### src/hdl/vn_pkg.sv
// ----------------------------------------------------------------------------
// Vector normalize package
// Request, response and internal queue types shared by the block.
// ----------------------------------------------------------------------------
`default_nettype none

package vn_pkg;

   localparam int NUM_COMP   = 5;
   localparam int COMP_W     = 16;
   localparam int MAG_W      = 16;
   localparam int SQ_W       = 32;
   localparam int SUM_W      = 35;
   localparam int LEN_W      = 25;
   localparam int UNIT_W     = 16;
   localparam int QUO_STEPS  = 29;
   localparam int ROOT_STEPS = 15;
   localparam int LEN_STEPS  = 26;
   localparam logic [2:0] DIMS_MIN = 3'd2;
   localparam logic [2:0] DIMS_MAX = 3'd5;
   localparam logic [LEN_W-1:0] LEN_MAX = '1;

   typedef struct packed {
      logic [2:0]               dims;
      logic signed [COMP_W-1:0] comp0;
      logic signed [COMP_W-1:0] comp1;
      logic signed [COMP_W-1:0] comp2;
      logic signed [COMP_W-1:0] comp3;
      logic signed [COMP_W-1:0] comp4;
   } req_type;

   typedef struct packed {
      logic [LEN_W-1:0]         length;
      logic signed [UNIT_W-1:0] unit0;
      logic signed [UNIT_W-1:0] unit1;
      logic signed [UNIT_W-1:0] unit2;
      logic signed [UNIT_W-1:0] unit3;
      logic signed [UNIT_W-1:0] unit4;
      logic                     zero_vector;
   } rsp_type;

   typedef struct packed {
      logic [NUM_COMP-1:0][SQ_W-1:0] sq;
      logic [NUM_COMP-1:0]           neg;
   } sq_item_type;

   typedef struct packed {
      logic valid;
      logic full;
   } q_status_type;

endpackage

`default_nettype wire

### src/hdl/vn_front.sv
// ----------------------------------------------------------------------------
// Vector normalize front end
// Accepts requests, takes component magnitudes and signs, and squares them.
// ----------------------------------------------------------------------------
`default_nettype none

module vn_front #(
   parameter int COMPONENT_BITS = 16
) (
   input  wire logic                 clock,
   input  wire logic                 reset,
   input  wire logic                 req_push,
   output logic                      req_full,
   input  wire vn_pkg::req_type      req_data,
   input  wire vn_pkg::q_status_type q_stat,
   output logic                      q_push,
   output vn_pkg::sq_item_type       q_data
);

   localparam int SB = (COMPONENT_BITS > vn_pkg::COMP_W) ? vn_pkg::COMP_W : COMPONENT_BITS;
   localparam logic [vn_pkg::COMP_W:0] MODV = (vn_pkg::COMP_W + 1)'(1) << SB;
   localparam logic [vn_pkg::COMP_W-1:0] MASK = vn_pkg::COMP_W'(MODV - 1'b1);
   localparam logic SIGNED_IN = (COMPONENT_BITS <= vn_pkg::COMP_W);

   logic                                              a_v_ff, a_v_in, b_v_ff, b_v_in;
   logic [vn_pkg::NUM_COMP-1:0][vn_pkg::MAG_W-1:0]    mag_ff, mag_in;
   logic [vn_pkg::NUM_COMP-1:0]                       neg_ff, neg_in;
   vn_pkg::sq_item_type                               sq_ff, sq_in;
   logic [vn_pkg::NUM_COMP-1:0][vn_pkg::COMP_W-1:0]   comps;
   logic [2:0]                                        n_used;
   logic                                              a_adv, b_adv, accept;

   assign b_adv    = !b_v_ff || !q_stat.full;
   assign a_adv    = !a_v_ff || b_adv;
   assign req_full = !a_adv;
   assign accept   = req_push && !req_full;
   assign q_push   = b_v_ff && !q_stat.full;
   assign q_data   = sq_ff;

   assign comps = {req_data.comp4, req_data.comp3, req_data.comp2,
                   req_data.comp1, req_data.comp0};

   always_comb begin
      logic [vn_pkg::COMP_W-1:0] raw;
      logic [vn_pkg::COMP_W:0]   flip;
      logic                      sgn;
      if (req_data.dims < vn_pkg::DIMS_MIN) begin
         n_used = vn_pkg::DIMS_MIN;
      end else if (req_data.dims > vn_pkg::DIMS_MAX) begin
         n_used = vn_pkg::DIMS_MAX;
      end else begin
         n_used = req_data.dims;
      end
      a_v_in = accept ? 1'b1 : (a_adv ? 1'b0 : a_v_ff);
      b_v_in = b_adv ? a_v_ff : b_v_ff;
      mag_in = mag_ff;
      neg_in = neg_ff;
      for (int i = 0; i < vn_pkg::NUM_COMP; i++) begin
         raw  = comps[i] & MASK;
         sgn  = SIGNED_IN && raw[SB-1];
         flip = MODV - {1'b0, raw};
         if (3'(i) >= n_used) begin
            mag_in[i] = '0;
            neg_in[i] = 1'b0;
         end else begin
            mag_in[i] = sgn ? flip[vn_pkg::MAG_W-1:0] : raw;
            neg_in[i] = sgn;
         end
      end
      sq_in = sq_ff;
      for (int i = 0; i < vn_pkg::NUM_COMP; i++) begin
         sq_in.sq[i] = vn_pkg::SQ_W'(mag_ff[i] * mag_ff[i]);
      end
      sq_in.neg = neg_ff;
   end

   always_ff @(posedge clock) begin
      if (reset) begin
         a_v_ff <= 1'b0;
         b_v_ff <= 1'b0;
      end else begin
         a_v_ff <= a_v_in;
         b_v_ff <= b_v_in;
      end
   end

   always_ff @(posedge clock) begin
      if (accept) begin
         mag_ff <= mag_in;
         neg_ff <= neg_in;
      end
      if (b_adv) begin
         sq_ff <= sq_in;
      end
   end

endmodule

`default_nettype wire

### config.mk
export PLATFORM = sky130hd
export DESIGN_NAME = vn_front
export DESIGN_NICKNAME = d
export VERILOG_FILES = /design/src/hdl/vn_pkg.sv /design/src/hdl/vn_front.sv
export SDC_FILE = /design/constraint.sdc
export NUM_CORES = 2
export LEC_CHECK = 0
export BUFFER_PORTS_ARGS = -buffer_cell sky130_fd_sc_hd__buf_2
export CAP_MARGIN = 20
export CELL_PAD_IN_SITES_DETAIL_PLACEMENT = 1
export CELL_PAD_IN_SITES_GLOBAL_PLACEMENT = 1
export CORE_MARGIN = 3
export CORE_UTILIZATION = 51
export CTS_CLUSTER_SIZE = 25
export DETAILED_ROUTE_END_ITERATION = 12
export MAX_ROUTING_LAYER = met4
export PLACE_DENSITY = 0.94
export SETUP_SLACK_MARGIN = 0.1
export SYNTH_ARGS = -nofsm -noshare
export SYNTH_HDL_FRONTEND = slang
export SYNTH_SLANG_ARGS = --single-unit
### constraint.sdc
create_clock -name clock -period 7.8 [get_ports clock]
set_clock_uncertainty 0.15 [all_clocks]
set_input_delay 0.39 -clock clock [delete_from_list [all_inputs] [get_ports clock]]
set_output_delay 0.39 -clock clock [all_outputs]
set_load 0.02 [all_outputs]
======== After elaboration in Yosys (flattened, before gate mapping) ========
Index checks and enable logic that the tools add are counted.
cells by class
  mux-type cells .......................... 9
  reductions and logical operators ........ 14
  magnitude comparators ................... 7
  add/sub/neg operators ................... 5
  multiply operators ...................... 5
  bitwise operators ....................... 5
operators with widths
  operator               number
  $mul 16x16->32         5
  $sub 1x16->16 const A  5
  $mux 15                5
  $reduce_or 2->1        5
  $ge 1x3->1 const A     2
  $ge 2x3->1 const A     2
  $mux 3                 2
  $not 1->1              5
  $logic_not 1->1        4
  $ge 3x3->1 const A     1
  $gt 3x3->1 const B     1
  $lt 3x2->1 const B     1
  $logic_and 1x1->1      2
  $logic_or 1x1->1       2
  $mux 1                 2
  $reduce_bool 2->1      1
word-level totals
  word-level logic and storage cells ...... 68
  bits of input ports ..................... 88
  output and inout port bits .............. 167
  register bits ........................... 252

======== Logic depth before layout (Yosys ltp) ========
  depth after elaboration ................. 5
  mapped depth ............................ 25
  depth with buffers taken out ............ 23

======== Worst setup path before layout ========
OpenSTA, ideal clock, no wires.
  kind .................................... flip-flop to flip-flop
  from .................................... register mag_ff[68] (netlist name)
  to ...................................... register sq_ff (netlist bit q_data[164]) (data pin)
  required time ........................... 7.378 ns
  path buffers ............................ 2
  clock period less this slack ............ 6.412 ns
  slack ................................... 1.388 ns
  setup time .............................. 0.272 ns
  arrival time ............................ 5.991 ns
  stages on the path, launching flop included .. 24
  cell sequence ........................... edfxtp_1 clkbuf_1 clkbuf_1 nand2_1 inv_1 fa_1 inv_1 fa_1 inv_1 fa_1 fa_1 fa_1 inv_1 fa_1 inv_1 ha_1 a21o_1 a21o_1 a21o_1 a21oi_2 a21oi_2 a41o_1 and4_1 or4_1
RTL lines
  what                    line            source
  from (decl)             vn_front.sv:26  logic [vn_pkg::NUM_COMP-1:0][vn_pkg::MAG_W-1:0] mag_ff, mag_in;
  from (signal assigned)  vn_front.sv:89  mag_ff <= mag_in;
  to (signal assigned)    vn_front.sv:93  sq_ff <= sq_in;
  to (decl)               vn_front.sv:28  vn_pkg::sq_item_type sq_ff, sq_in;

==> run metrics <==
total negative slack=0 ns; most crowded layer after global routing=met2; Hold/Removal Path Class=input port to flip-flop; count of flip-flops with a built-in enable after synthesis=245; post-route worst hold slack=~0.033 ns; antenna violations before repair=2; status=finished, final reports clean; setup slack of the most critical reg-to-reg path=between 0.2 and 0.25 ns; starting density of the core=0.5169; Top Family by Delay on Critical Path=adder cells; dominant cell type by area after synthesis=sky130_fd_sc_hd__fa_1; DRT Pass-1 Iters=7; layout cells sized above 1=0.07760; number of warnings reported in the yosys synthesis log=0; average wire per cell in the routed design=around 24 um; data required time of the worst path=about 8 ns; Max transition margin=0.3191; mean instance size in the synthesized netlist=9.607 um^2; IO Count=255; violation count after the first detailed-routing iteration=2168; count of input and output buffers=248; slew at the pin with the worst max-slew slack=1.021 ns; Final HPWL DP=114.9 mm; via density per instance=5.735; Buf/Inv on CP=5; Worst setup SP type=flip-flop; number of placement rows=between 100 and 150; met2 track demand over resource=0.5755; Total Routing Usage GR=0.3268; post-synthesis cell type count=76; top cell types by occurrence after synthesis=sky130_fd_sc_hd__inv_1 (1263), sky130_fd_sc_hd__fa_1 (812), sky130_fd_sc_hd__ha_1 (507); H-tree depth=2; list of cells traversed by the critical path=nand2_1 > inv_1 > fa_1 > inv_1 > fa_1 > inv_1 > fa_1 > fa_1 > fa_1 > inv_1 > fa_1 > inv_1 > ha_1 > and4_1 > nand2_1 > o22ai_1 > a221o_1 > nor4_1 > o21ai_1 > xor2_1; final hold violation count=0; Core Region=88780 um^2; vias in the first global route=42230; category of the most critical setup path=flip-flop to flip-flop; Max Transition Viols Final=0; number of fillers in the final layout=between 10000 and 15000; clock latency reported for the late side of the worst-skew pair=0.60 ns; Highest Clock Rate=between 100 and 150 MHz; TritonCTS clock tree=built; maximum number of pins on one net before global-route repair=57; highest net fanout along the worst path=15; final wirelength=147.1 mm; post-synthesis instance area=between 40000 and 50000 um^2; die outline area=approximately 94000 um^2; slowest cell on the critical path=sky130_fd_sc_hd__edfxtp_1; most used flip-flop cell after synthesis=sky130_fd_sc_hd__edfxtp_1; stage delay of the slowest cell on the critical path=0.99 ns; global-route wire length before repair=230.8 mm; Post-Place Worst Slack=approximately 0.55 ns; most frequently used cell type in the post-synthesis netlist=sky130_fd_sc_hd__inv_1; cell repeated most along the worst path=sky130_fd_sc_hd__fa_1; met1 Resource Use GR=0.3503; Critical Path AT=7.74 ns; share of synthesized flip-flops with an asynchronous set or reset=0; Vias=35520; sort of element at the end of the critical path=flip-flop; gr ovfl total=0; growth of design area from synthesis to finish=8.711%; min cycle time layout=7.557 ns; routability congestion estimate=0.9162; maxcap violations=0; Finish-stage setup viols=0; Die Width=306.0 um; register bit total from synthesis=about 250; fin worst setup slack=0.2429 ns; PostCTS Resize Cnt=0; largest buffer count on any clock path=3; setup repair after global routing missed its margin=no; global-route met3 utilization=0.05091; number of remaining DRC errors=0; top cells by area in the synthesized netlist=sky130_fd_sc_hd__fa_1 (35%), sky130_fd_sc_hd__edfxtp_1 (16%), sky130_fd_sc_hd__ha_1 (14%), sky130_fd_sc_hd__inv_1 (10%), sky130_fd_sc_hd__nand2_1 (3.7%); Final nets=6410; Clk Tree Root Cell=sky130_fd_sc_hd__clkbuf_16; final antenna-violating net count=0; portion of the clock cycle consumed by the worst path in the final layout=0.9689; Die Ht=306.0 um; number of buffers created by CTS=34; register area share after synthesis=0.1612; Synth top area share=0.3542; instance count of the mapped netlist=4777; CTS Sinks=247; Reg clk slew, reported paths=0.07 ns
-- registers in the layout, indices dropped and copies added, names as in the netlist --
signal,cells
mag_ff,80
b_v_ff,1
q_data,160
neg_ff,5
a_v_ff,1
-- stage by stage --
step	instances	util	area [um^2]
finish	6193	0.5619	49890
global route	6192	0.5619	49890
CTS	6190	0.5618	49880
detailed placement	6096	0.5447	48360
global placement	6096	0.5447	48360
floorplan	4781	-	45910
-- layout by cell type, fill, tap and decap left out, types with 15 or more instances in the layout --
master	instances
sky130_fd_sc_hd__o31ai_1	23
sky130_fd_sc_hd__o21ai_0	67
sky130_fd_sc_hd__clkbuf_16	37
sky130_fd_sc_hd__edfxtp_1	245
sky130_fd_sc_hd__o21bai_1	22
sky130_fd_sc_hd__nor3_1	21
sky130_fd_sc_hd__nand2b_1	30
sky130_fd_sc_hd__ha_1	507
sky130_fd_sc_hd__nor2_1	170
sky130_fd_sc_hd__or3_1	17
sky130_fd_sc_hd__nand3_1	34
sky130_fd_sc_hd__o21a_1	19
sky130_fd_sc_hd__and3_1	29
sky130_fd_sc_hd__inv_1	1263
sky130_fd_sc_hd__a211oi_1	18
sky130_fd_sc_hd__a31oi_1	16
sky130_fd_sc_hd__o21ai_1	19
sky130_fd_sc_hd__xnor2_1	159
sky130_fd_sc_hd__buf_4	36
sky130_fd_sc_hd__buf_2	248
sky130_fd_sc_hd__nor2b_1	34
sky130_fd_sc_hd__xor2_1	76
sky130_fd_sc_hd__dlygate4sd3_1	35
sky130_fd_sc_hd__or2_2	15
sky130_fd_sc_hd__a21o_1	90
sky130_fd_sc_hd__fa_1	812
sky130_fd_sc_hd__a21oi_1	138
sky130_fd_sc_hd__and2_1	223
sky130_fd_sc_hd__nand2_1	450
-- path summary, 6_finish.rpt --
kind | from | end | depth (start not counted)
worst max-delay path | mag_ff[42] | q_data[98] | 20
worst max register to register | mag_ff[42] | q_data[98] | 20
worst min register to register | neg_ff[1] | q_data[1] | 0
worst min-delay path | req_data[55] | mag_ff[23] | 2
-- final cells by class --
class | count | area [um^2] | area share
clock buffer | 39 | 933.4 | 0.01871
inverter | 1263 | 4741 | 0.09502
multi-input combinational | 3138 | 33260 | 0.6666
antenna | 2 | 5.005 | 0.0001003
sequential | 247 | 7397 | 0.1483
tap | 1165 | 1458 | 0.02922
timing repair buffer | 319 | 1862 | 0.03732
clock inverter | 20 | 236.5 | 0.004740
-- per-layer routing --
| metal | wire, um | up-vias | share of wire |
|---|---|---|---|
| li1 | - | 15130 | - |
| met1 | 52420 | 18110 | 0.36 |
| met2 | 76070 | 1582 | 0.52 |
| met3 | 8846 | 699 | 0.060 |
| met4 | 9726 | 0 | 0.066 |
| met5 | 0 | - | 0 |
-- kinds of logic after synthesis --
family / synth area share
AOI/OAI and AO/OA: 0.07342
xor gates and xnor gates: 0.04485
adders and majority gates: 0.4924
buffers and inverters: 0.1148
DFF: 0.1612
muxes: 0.002345
other: 0.00008171
and+or+nand+nor: 0.1109
-- repair_timing --
item                       CTS  global route
buffers inserted             0             0
setup endpoints to repair    0             0
hold buffers                35             0
hold endpoints to repair    36             0
Power is not shown: default switching activity piles up to over one toggle a cycle in this logic, so the estimate is an artifact.
