==> src/hdl/vn_pkg.sv <==
// ----------------------------------------------------------------------------
// Vector normalize package
// Request, response and internal queue types shared by the block.
// ----------------------------------------------------------------------------
`default_nettype none

package vn_pkg;

   localparam int NUM_COMP   = 5;
   localparam int COMP_W     = 16;
   localparam int MAG_W      = 16;
   localparam int SQ_W       = 32;
   localparam int SUM_W      = 35;
   localparam int LEN_W      = 25;
   localparam int UNIT_W     = 16;
   localparam int QUO_STEPS  = 29;
   localparam int ROOT_STEPS = 15;
   localparam int LEN_STEPS  = 26;
   localparam logic [2:0] DIMS_MIN = 3'd2;
   localparam logic [2:0] DIMS_MAX = 3'd5;
   localparam logic [LEN_W-1:0] LEN_MAX = '1;

   typedef struct packed {
      logic [2:0]               dims;
      logic signed [COMP_W-1:0] comp0;
      logic signed [COMP_W-1:0] comp1;
      logic signed [COMP_W-1:0] comp2;
      logic signed [COMP_W-1:0] comp3;
      logic signed [COMP_W-1:0] comp4;
   } req_type;

   typedef struct packed {
      logic [LEN_W-1:0]         length;
      logic signed [UNIT_W-1:0] unit0;
      logic signed [UNIT_W-1:0] unit1;
      logic signed [UNIT_W-1:0] unit2;
      logic signed [UNIT_W-1:0] unit3;
      logic signed [UNIT_W-1:0] unit4;
      logic                     zero_vector;
   } rsp_type;

   typedef struct packed {
      logic [NUM_COMP-1:0][SQ_W-1:0] sq;
      logic [NUM_COMP-1:0]           neg;
   } sq_item_type;

   typedef struct packed {
      logic valid;
      logic full;
   } q_status_type;

endpackage

`default_nettype wire

==> src/hdl/vn_queue.sv <==
// ----------------------------------------------------------------------------
// Vector normalize queue
// Short register queue between the front end and the arithmetic back end.
// ----------------------------------------------------------------------------
`default_nettype none

module vn_queue #(
   parameter int DEPTH = 4
) (
   input  wire logic                clock,
   input  wire logic                reset,
   input  wire logic                push,
   input  wire vn_pkg::sq_item_type wr_data,
   input  wire logic                pop,
   output vn_pkg::q_status_type     stat,
   output vn_pkg::sq_item_type      rd_data
);

   localparam int PW = (DEPTH > 1) ? $clog2(DEPTH) : 1;
   localparam int CW = $clog2(DEPTH + 1);
   localparam logic [PW-1:0] LAST = PW'(DEPTH - 1);
   localparam logic [CW-1:0] FULLC = CW'(DEPTH);

   vn_pkg::sq_item_type entry_ff [DEPTH];
   logic [PW-1:0]       wr_ptr_ff, wr_ptr_in, rd_ptr_ff, rd_ptr_in;
   logic [CW-1:0]       count_ff, count_in;
   logic                do_push, do_pop;

   assign stat.valid = (count_ff != '0);
   assign stat.full  = (count_ff == FULLC);
   assign do_push    = push && !stat.full;
   assign do_pop     = pop && stat.valid;
   assign rd_data    = entry_ff[rd_ptr_ff];

   always_comb begin
      wr_ptr_in = wr_ptr_ff;
      rd_ptr_in = rd_ptr_ff;
      count_in  = count_ff;
      if (do_push) begin
         wr_ptr_in = (wr_ptr_ff == LAST) ? '0 : wr_ptr_ff + 1'b1;
      end
      if (do_pop) begin
         rd_ptr_in = (rd_ptr_ff == LAST) ? '0 : rd_ptr_ff + 1'b1;
      end
      if (do_push && !do_pop) begin
         count_in = count_ff + 1'b1;
      end else if (do_pop && !do_push) begin
         count_in = count_ff - 1'b1;
      end
   end

   always_ff @(posedge clock) begin
      if (reset) begin
         wr_ptr_ff <= '0;
         rd_ptr_ff <= '0;
         count_ff  <= '0;
      end else begin
         wr_ptr_ff <= wr_ptr_in;
         rd_ptr_ff <= rd_ptr_in;
         count_ff  <= count_in;
      end
   end

   always_ff @(posedge clock) begin
      if (do_push) begin
         entry_ff[wr_ptr_ff] <= wr_data;
      end
   end

endmodule

`default_nettype wire

==> config.mk <==
export PLATFORM = sky130hd
export DESIGN_NAME = vn_queue
export DESIGN_NICKNAME = d
export VERILOG_FILES = /design/src/hdl/vn_pkg.sv /design/src/hdl/vn_queue.sv
export SDC_FILE = /design/constraint.sdc
export NUM_CORES = 1
export LEC_CHECK = 0
export BUFFER_PORTS_ARGS = -buffer_cell sky130_fd_sc_hd__buf_2
export CAP_MARGIN = 20
export CORE_ASPECT_RATIO = 0.8
export CORE_MARGIN = 2
export CORE_UTILIZATION = 52
export CTS_BUF_LIST = sky130_fd_sc_hd__clkbuf_16
export DETAILED_ROUTE_END_ITERATION = 10
export HOLD_SLACK_MARGIN = 0.06
export PLACE_DENSITY = 0.73
export SETUP_SLACK_MARGIN = 0.4
export SYNTH_ARGS = -nofsm -noshare
export SYNTH_HDL_FRONTEND = slang
export SYNTH_SLANG_ARGS = --single-unit
==> constraint.sdc <==
create_clock -name clock -period 9 [get_ports clock]
set_input_delay 1.35 -clock clock [delete_from_list [all_inputs] [get_ports clock]]
set_output_delay 1.35 -clock clock [all_outputs]
set_load 0.005 [all_outputs]
# == Word level (Yosys, flattened, before mapping) ==
# Memories as Yosys holds them, arrays and structs flattened. A register that Yosys moved wholly into a read port is not among the register bits.
# Index checks and enable logic that the tools add are counted.
# totals
ram_bits,660
n_memories,1
register_bits,7
input_bits,169
# memory_table
name,depth,width,rd,rd_ports_with_merged_regs,wr,line_no,text
entry_ff,4,165,1,1,1,vn_queue.sv:24,vn_pkg::sq_item_type entry_ff [DEPTH];
# classes
n_reduce_logical,9
n_eq_ne,3
n_addsub,4
mux,8
# ops
operator,count
2-to-1 mux 2 bit,4
2-to-1 mux 3 bit,2
"adder 2 x 1 -> 2 bit, second input constant",2
"== test 2 bit, second input constant",2
logical AND 1 bit,4
"adder 3 x 1 -> 3 bit, second input constant",1
"== test 3 bit, second input constant",1
zero test 1 bit,3
nonzero test 3 bit,1
"subtractor 3 x 1 -> 3 bit, second input constant",1
2-to-1 mux 1 bit,2
nonzero test 2 bit,1

# == Logic depth before layout (Yosys ltp) ==
# Gate-level depths: netlist (run 1).
# logic_depth
word_depth,7
mapped_depth,10
ltp_nobuf,9

# == Worst setup path before layout (run 1) ==
# No wires, ideal clock.
# synth_path
path_kind,input to register
startpoint,in push
endpoint,"mem entry_ff[3][0] (netlist name), enable pin"
setup_ns,0.546
path_stages,1
n_path_buf,0
setup_slack_ns,3.274
arrival_ns,5.180
path_cell_list,and3_1
# synth_via
elab_chain_cells,3
# synth_lines
element,line_no,text
"start, declared",vn_queue.sv:12,"input wire logic push,"
logical AND 1 bit,vn_queue.sv:31,assign do_push = push && !stat.full;
2-to-1 mux 1 bit,vn_queue.sv:65,if (do_push) begin
2-to-1 mux 1 bit (not written as such),vn_queue.sv:66,entry_ff[wr_ptr_ff] <= wr_data;
"end, declared",vn_queue.sv:24,
# No other way between the ends.

==> metrics.yaml, run 1 <==
setup_path:
  required_ns: 7.65
  crit_path_cell_trace: "buf_4 > mux4_2 > buf_2"
  critPathArrivalTime_ns: 3.01
  path_buf_inv: 2
  critical-path-top-delay-family: "buffers and inverters"
  start_kind: "flop"
  critPathKind: "reg -> out"
  cp_slowest_stage_delay_ns: 0.83
  end_kind: "output pin"
  cp_slowest_cell: "dfxtp_4"
  crit_fanout: 41
run_status:
  status: "complete, no violations"
clocking:
  cts_setup_buffers: 0
  cts_root_buf: "clkbuf_16"
  clk_latency_ns: 0.60
  cts_max_level: 2
  cts_tree: "done"
  cts.clk_slew.worst_paths_ns: 0.06
  post_cts_resized: 0
  cts_hold_buffers: 0
  clock_sinks: 669
  cts_buffers: 60
  clk_path_buf_depth: 3
floorplanning:
  die_w_um: 246.3
  std_cell_rows: 71
  pin_count: 336
  die_h_um: 197.8
  fp.dieArea_um2: 48730
  core_area_um2: 46730
  initial_core_util: 0.5227
place:
  globalplace.congestion: 0.7461
  place.port_buffers: 335
  post-dp-hpwl_mm: 27.01
  dp_cells: 1840
global_routing:
  grt_overflow: 0
  grt_start_max_net_pins: 93
  antenna_found_initial: 10
  grt_pass1_wl_mm: 67.75
  grt.total_usage: 0.1865
  grt_pass1_vias: 10927
power:
  p_leak_uw: 0.009516
  power.density_nw_per_um2: 272.7
  peakVddDrop_uv: 206.6
cells_and_area:
  final_cells: 1955
  fillers: 3250
  syn2layout_area_growth_pct: 16.68
  register_area_um2: 20010
  drive_gt1_frac: 0.4508
  fin_nets: 1458
  multi_input_area_um2: 4000
sta:
  hold_ws_ns: 0.4910
  finalSetupViolCount: 0
  finalCritPeriodShare: 0.4844
  maxSlewHeadroom: 0.3272
  finalSetupTns_ns: 0
  slew_viol_final: 0
  fmax_ghz: 0.2294
  finalHoldViolCount: 0
  skew_ns: 0.01541
  tightest_slew_ns: 1.009
  min_period_ns: 4.359
  rsz0062_at_grt: "false"
synth:
  postSynthCellCount: 912
  synthFlopType: "edfxtp_1"
  syn-cell-area_um2: 24420
  async_flop_share: 0
  ys.warnings.count: 0
  avgSynthCellArea_um2: 26.78
  ys_ff_latch: 669
  synth_edf_count: 660
  syn_nets: 1088
  synth_cell_types: 26
  synth_seq_area_share: 0.8189
route:
  via_per_inst: 5.544
  wirelength_mm: 45.53
  drtPass1Iterations: 4
  drtIter0Drc: 540
  detail_route.wl_per_cell_um: 23.29
  num_vias: 10838
  drc: 0
  ant_nets: 0
flow_run:
  maxCapViolations: 0
worst_hold_path:
  hp-class: "reg -> reg"
cell families (layout without fill, tap and decap cells):
group           count (synthesis)  after routing  share of synthesized area
mux                           167            167                     0.1530
other cells                     0              4                          0
buf+inv                        44            463                    0.01819
simple gates                   16             16                   0.003534
compound gates                  7              7                   0.001844
fa+ha+maj                       7              7                   0.003893
flops                         669            669                     0.8189
xor+xnor                        2              2                  0.0007173
where the power goes:
group,total (uW),switching (uW),internal [uW],leakage [uW]
Sequential,3890,115,3770,0.00612
Combinational,1430,710,724,0.00240
Clock,2450,1060,1390,0.000991
Total,7770,1880,5890,0.00952
state kept, by name (all words and copies together), names as in the netlist, named ones only:
signal     cells
wr_ptr_ff      2
count_ff       3
entry_ff     660
rd_ptr_ff      2
Yosys cell counts (2+ instances only):
master | instances | area (um^2)
a21oi_1 | 3 | 15.01
and3_1 | 4 | 25.02
buf_12 | 11 | 220.2
buf_2 | 17 | 85.08
buf_8 | 6 | 90.09
clkbuf_1 | 3 | 11.26
dfxtp_1 | 9 | 180.2
edfxtp_1 | 660 | 19820
ha_1 | 6 | 75.07
inv_1 | 4 | 15.01
mux2i_1 | 2 | 20.02
mux4_2 | 165 | 3716
nand3_1 | 2 | 10.01
nor2_1 | 4 | 15.01
o21ai_0 | 2 | 10.01
or3_1 | 3 | 18.77
xor2_1 | 2 | 17.52
final timing paths:
kind,cells past startpoint,endpoint,slack [ns],startpoint
hold / removal,2,flop,0.49,rd_ptr_ff[0]$_SDFFE_PP0P_
setup reg to reg,3,entry_ff[3][96]$_DFFE_PP_,6.10,count_ff[0]$_SDFFE_PP0P_
setup / recovery,3,rd_data[134],4.64,flop
hold reg to reg,2,flop,0.49,rd_ptr_ff[0]$_SDFFE_PP0P_
through the flow:
step | setup slack (ns) | cell area [um^2] | utilization | total power, uW
2_1_floorplan | 3.274 | 24420 | - | 4921
3_3_place_gp | 5.164 | 26580 | 0.5688 | 5393
3_5_place_dp | 5.153 | 26580 | 0.5688 | 5424
4_1_cts | 4.487 | 28490 | 0.6096 | 7881
5_1_grt | 4.351 | 28490 | 0.6097 | 8093
6_report | 4.641 | 28500 | 0.6098 | 7771
layout make-up:
type / count / share of cell area
Multi-Input combinational cell: 199 / 0.1404
Clock inverter: 50 / 0.01330
Timing Repair Buffer: 347 / 0.06244
Clock buffer: 61 / 0.05357
Inverter: 5 / 0.0006586
Sequential cell: 669 / 0.7021
Antenna cell: 4 / 0.0003513
Tap cell: 620 / 0.02722
placed cells by master, fill, tap and decap left out, types with 6 or more instances in the layout:
cell / n
clkbuf_16: 61
buf_2: 335
buf_4: 11
ha_1: 6
clkinv_2: 8
mux4_2: 165
clkinv_1: 16
edfxtp_1: 660
bufinv_16: 6
dfxtp_1: 7
inv_1: 19
worst reg2reg max path, stage by stage, from the launching register on:
cell	delay, ns
dfxtp_1	0.42
or3b_1	0.30
and3_4	0.88
buf_4	0.80
layer usage:
layer / global-route usage / part of all wire / up-vias
li1: - / - / 4720
met1: 0.2678 / 0.41 / 5705
met2: 0.2883 / 0.49 / 329
met3: 0.04974 / 0.074 / 72
met4: 0.04975 / 0.020 / 12
met5: 0 / 0.0017 / -
Note: power is estimated with default switching activity, not from simulation.
==> inputs of run 2 (changes only) <==
clock period = 4.05 ns   (was 9 ns; I/O delays follow)
==> metrics.yaml, run 2 (synthesis gave the netlist of run 1 again) <==
sta:
  finalCritPeriodShare: 0.7688
  fmax_ghz: 0.3212
  min_period_ns: 3.114
  maxSlewHeadroom: 0.3990
  finalSetupTns_ns: 0
  finalHoldViolCount: 0
  rsz0062_at_grt: "false"
  skew_ns: 0.03572
  hold_ws_ns: 0.2076
  tightest_slew_ns: 0.9016
  finalSetupViolCount: 0
  slew_viol_final: 0
cells_and_area:
  final_cell_mix: "660 x edfxtp_1, 335 x buf_2, 165 x mux4_2"
  syn2layout_area_growth_pct: 18.36
  drive_gt1_frac: 0.4620
  fin_nets: 1482
  regMostFlops: "entry_ff"
  largest_reg_flops: 660
  largestRegisters: "entry_ff (660), count_ff (3)"
  final_common_cell: "edfxtp_1"
power:
  p_seq_frac: 0.492
  power.density_nw_per_um2: 605.0
  power_frac_comb: 0.191
  power_frac_clock: 0.317
  switchingPower_uw: 4202
  p_leak_uw: 0.009696
  peakVddDrop_uv: 356.3
  internal_power_uw: 13290
  p_sw_frac: 0.2403
route:
  drc: 0
  drtIter0Drc: 599
  met2_length_mm: 22.88
  wl_met1_mm: 18.55
  ant_nets: 0
  detail_route.wl_per_cell_um: 23.12
  num_vias: 10851
  wirelength_mm: 45.94
  maxUsedRoutingLayer: "met5"
  met3WireLength_mm: 3.618
  drtPass1Iterations: 4
  via_per_inst: 5.461
clocking:
  cts_setup_buffers: 0
  clk_latency_ns: 0.61
  cts_root_buf: "clkbuf_16"
  cts_tree: "done"
  cts_buffers: 60
  cts_max_level: 2
  cts_hold_buffers: 0
  clk_path_buf_depth: 3
  clock_sinks: 669
  cts.clk_slew.worst_paths_ns: 0.06
  post_cts_resized: 0
global_routing:
  grt_start_max_net_pins: 65
  grt_overflow: 0
  grt_pass1_wl_mm: 68.53
  antenna_found_initial: 12
  grt.total_usage: 0.1883
  grt_pass1_vias: 11254
run_status:
  status: "complete, no violations"
setup_path:
  cp_slowest_cell: "dfxtp_4"
  critical-path-top-delay-family: "flip-flops"
  required_ns: 3.44
  critPathArrivalTime_ns: 2.51
  end_kind: "output pin"
  crit_fanout: 23
  path_buf_inv: 2
  crit_path_cell_trace: "buf_4 > mux4_2 > buf_2"
  start_kind: "flop"
  critPathKind: "reg -> out"
  cp_slowest_stage_delay_ns: 0.69
floorplanning:
  std_cell_rows: 71
  core_area_um2: 46730
  die_h_um: 197.8
  pin_count: 336
  die_w_um: 246.3
  initial_core_util: 0.5227
  fp.dieArea_um2: 48730
flow_run:
  maxCapViolations: 0
place:
  place.port_buffers: 335
  globalplace.congestion: 0.7244
  post-dp-hpwl_mm: 28.14
worst_hold_path:
  hp-class: "in -> reg"
[run 2: layout make-up]
cell class | instances | area (um^2)
antenna | 12 | 30.03
clock buffer | 62 | 1551
clock inverter | 49 | 401.6
fill | 3173 | 17820
inverter | 5 | 18.77
multi-input combinational | 199 | 4000
sequential | 669 | 20010
tap | 620 | 775.7
timing repair buffer | 371 | 2122
[run 2: final timing paths]
path                        startpoint                          to  slack (ns)  depth (start not counted)
max reg2reg   count_ff[0]$_SDFFE_PP0P_  entry_ff[0][154]$_DFFE_PP_        1.72                          3
max                               flop                rd_data[115]        0.94                          3
min                       wr_data[146]  entry_ff[0][146]$_DFFE_PP_        0.21                          1
min reg2reg  rd_ptr_ff[0]$_SDFFE_PP0P_                        flop        0.49                          2
[run 2: per-layer routing]
metal	up-vias	GRT usage
li1	4781	-
met1	5680	0.2574
met2	310	0.3017
met3	66	0.05435
met4	14	0.04931
met5	-	0
[run 2: per-stage QoR]
step	total power [uW]	std cells	area, um^2	worst slack (ns)	utilization
CTS	17730	1975	28880	0.7964	0.6180
floorplan	10870	912	24430	0.8989	-
finish	17490	1987	28910	0.9364	0.6186
detailed placement	12180	1864	26920	1.493	0.5762
global placement	12100	1864	26920	1.503	0.5762
global route	18200	1977	28880	0.7454	0.6181
[run 2: power groups by stage]
stage | clock (uW) | combinational (uW) | sequential [uW]
2_1_floorplan | 0 | 2210 | 8660
3_3_place_gp | 0 | 3370 | 8720
3_5_place_dp | 0 | 3410 | 8770
4_1_cts | 5670 | 3430 | 8630
5_1_grt | 5910 | 3610 | 8670
6_report | 5540 | 3340 | 8610
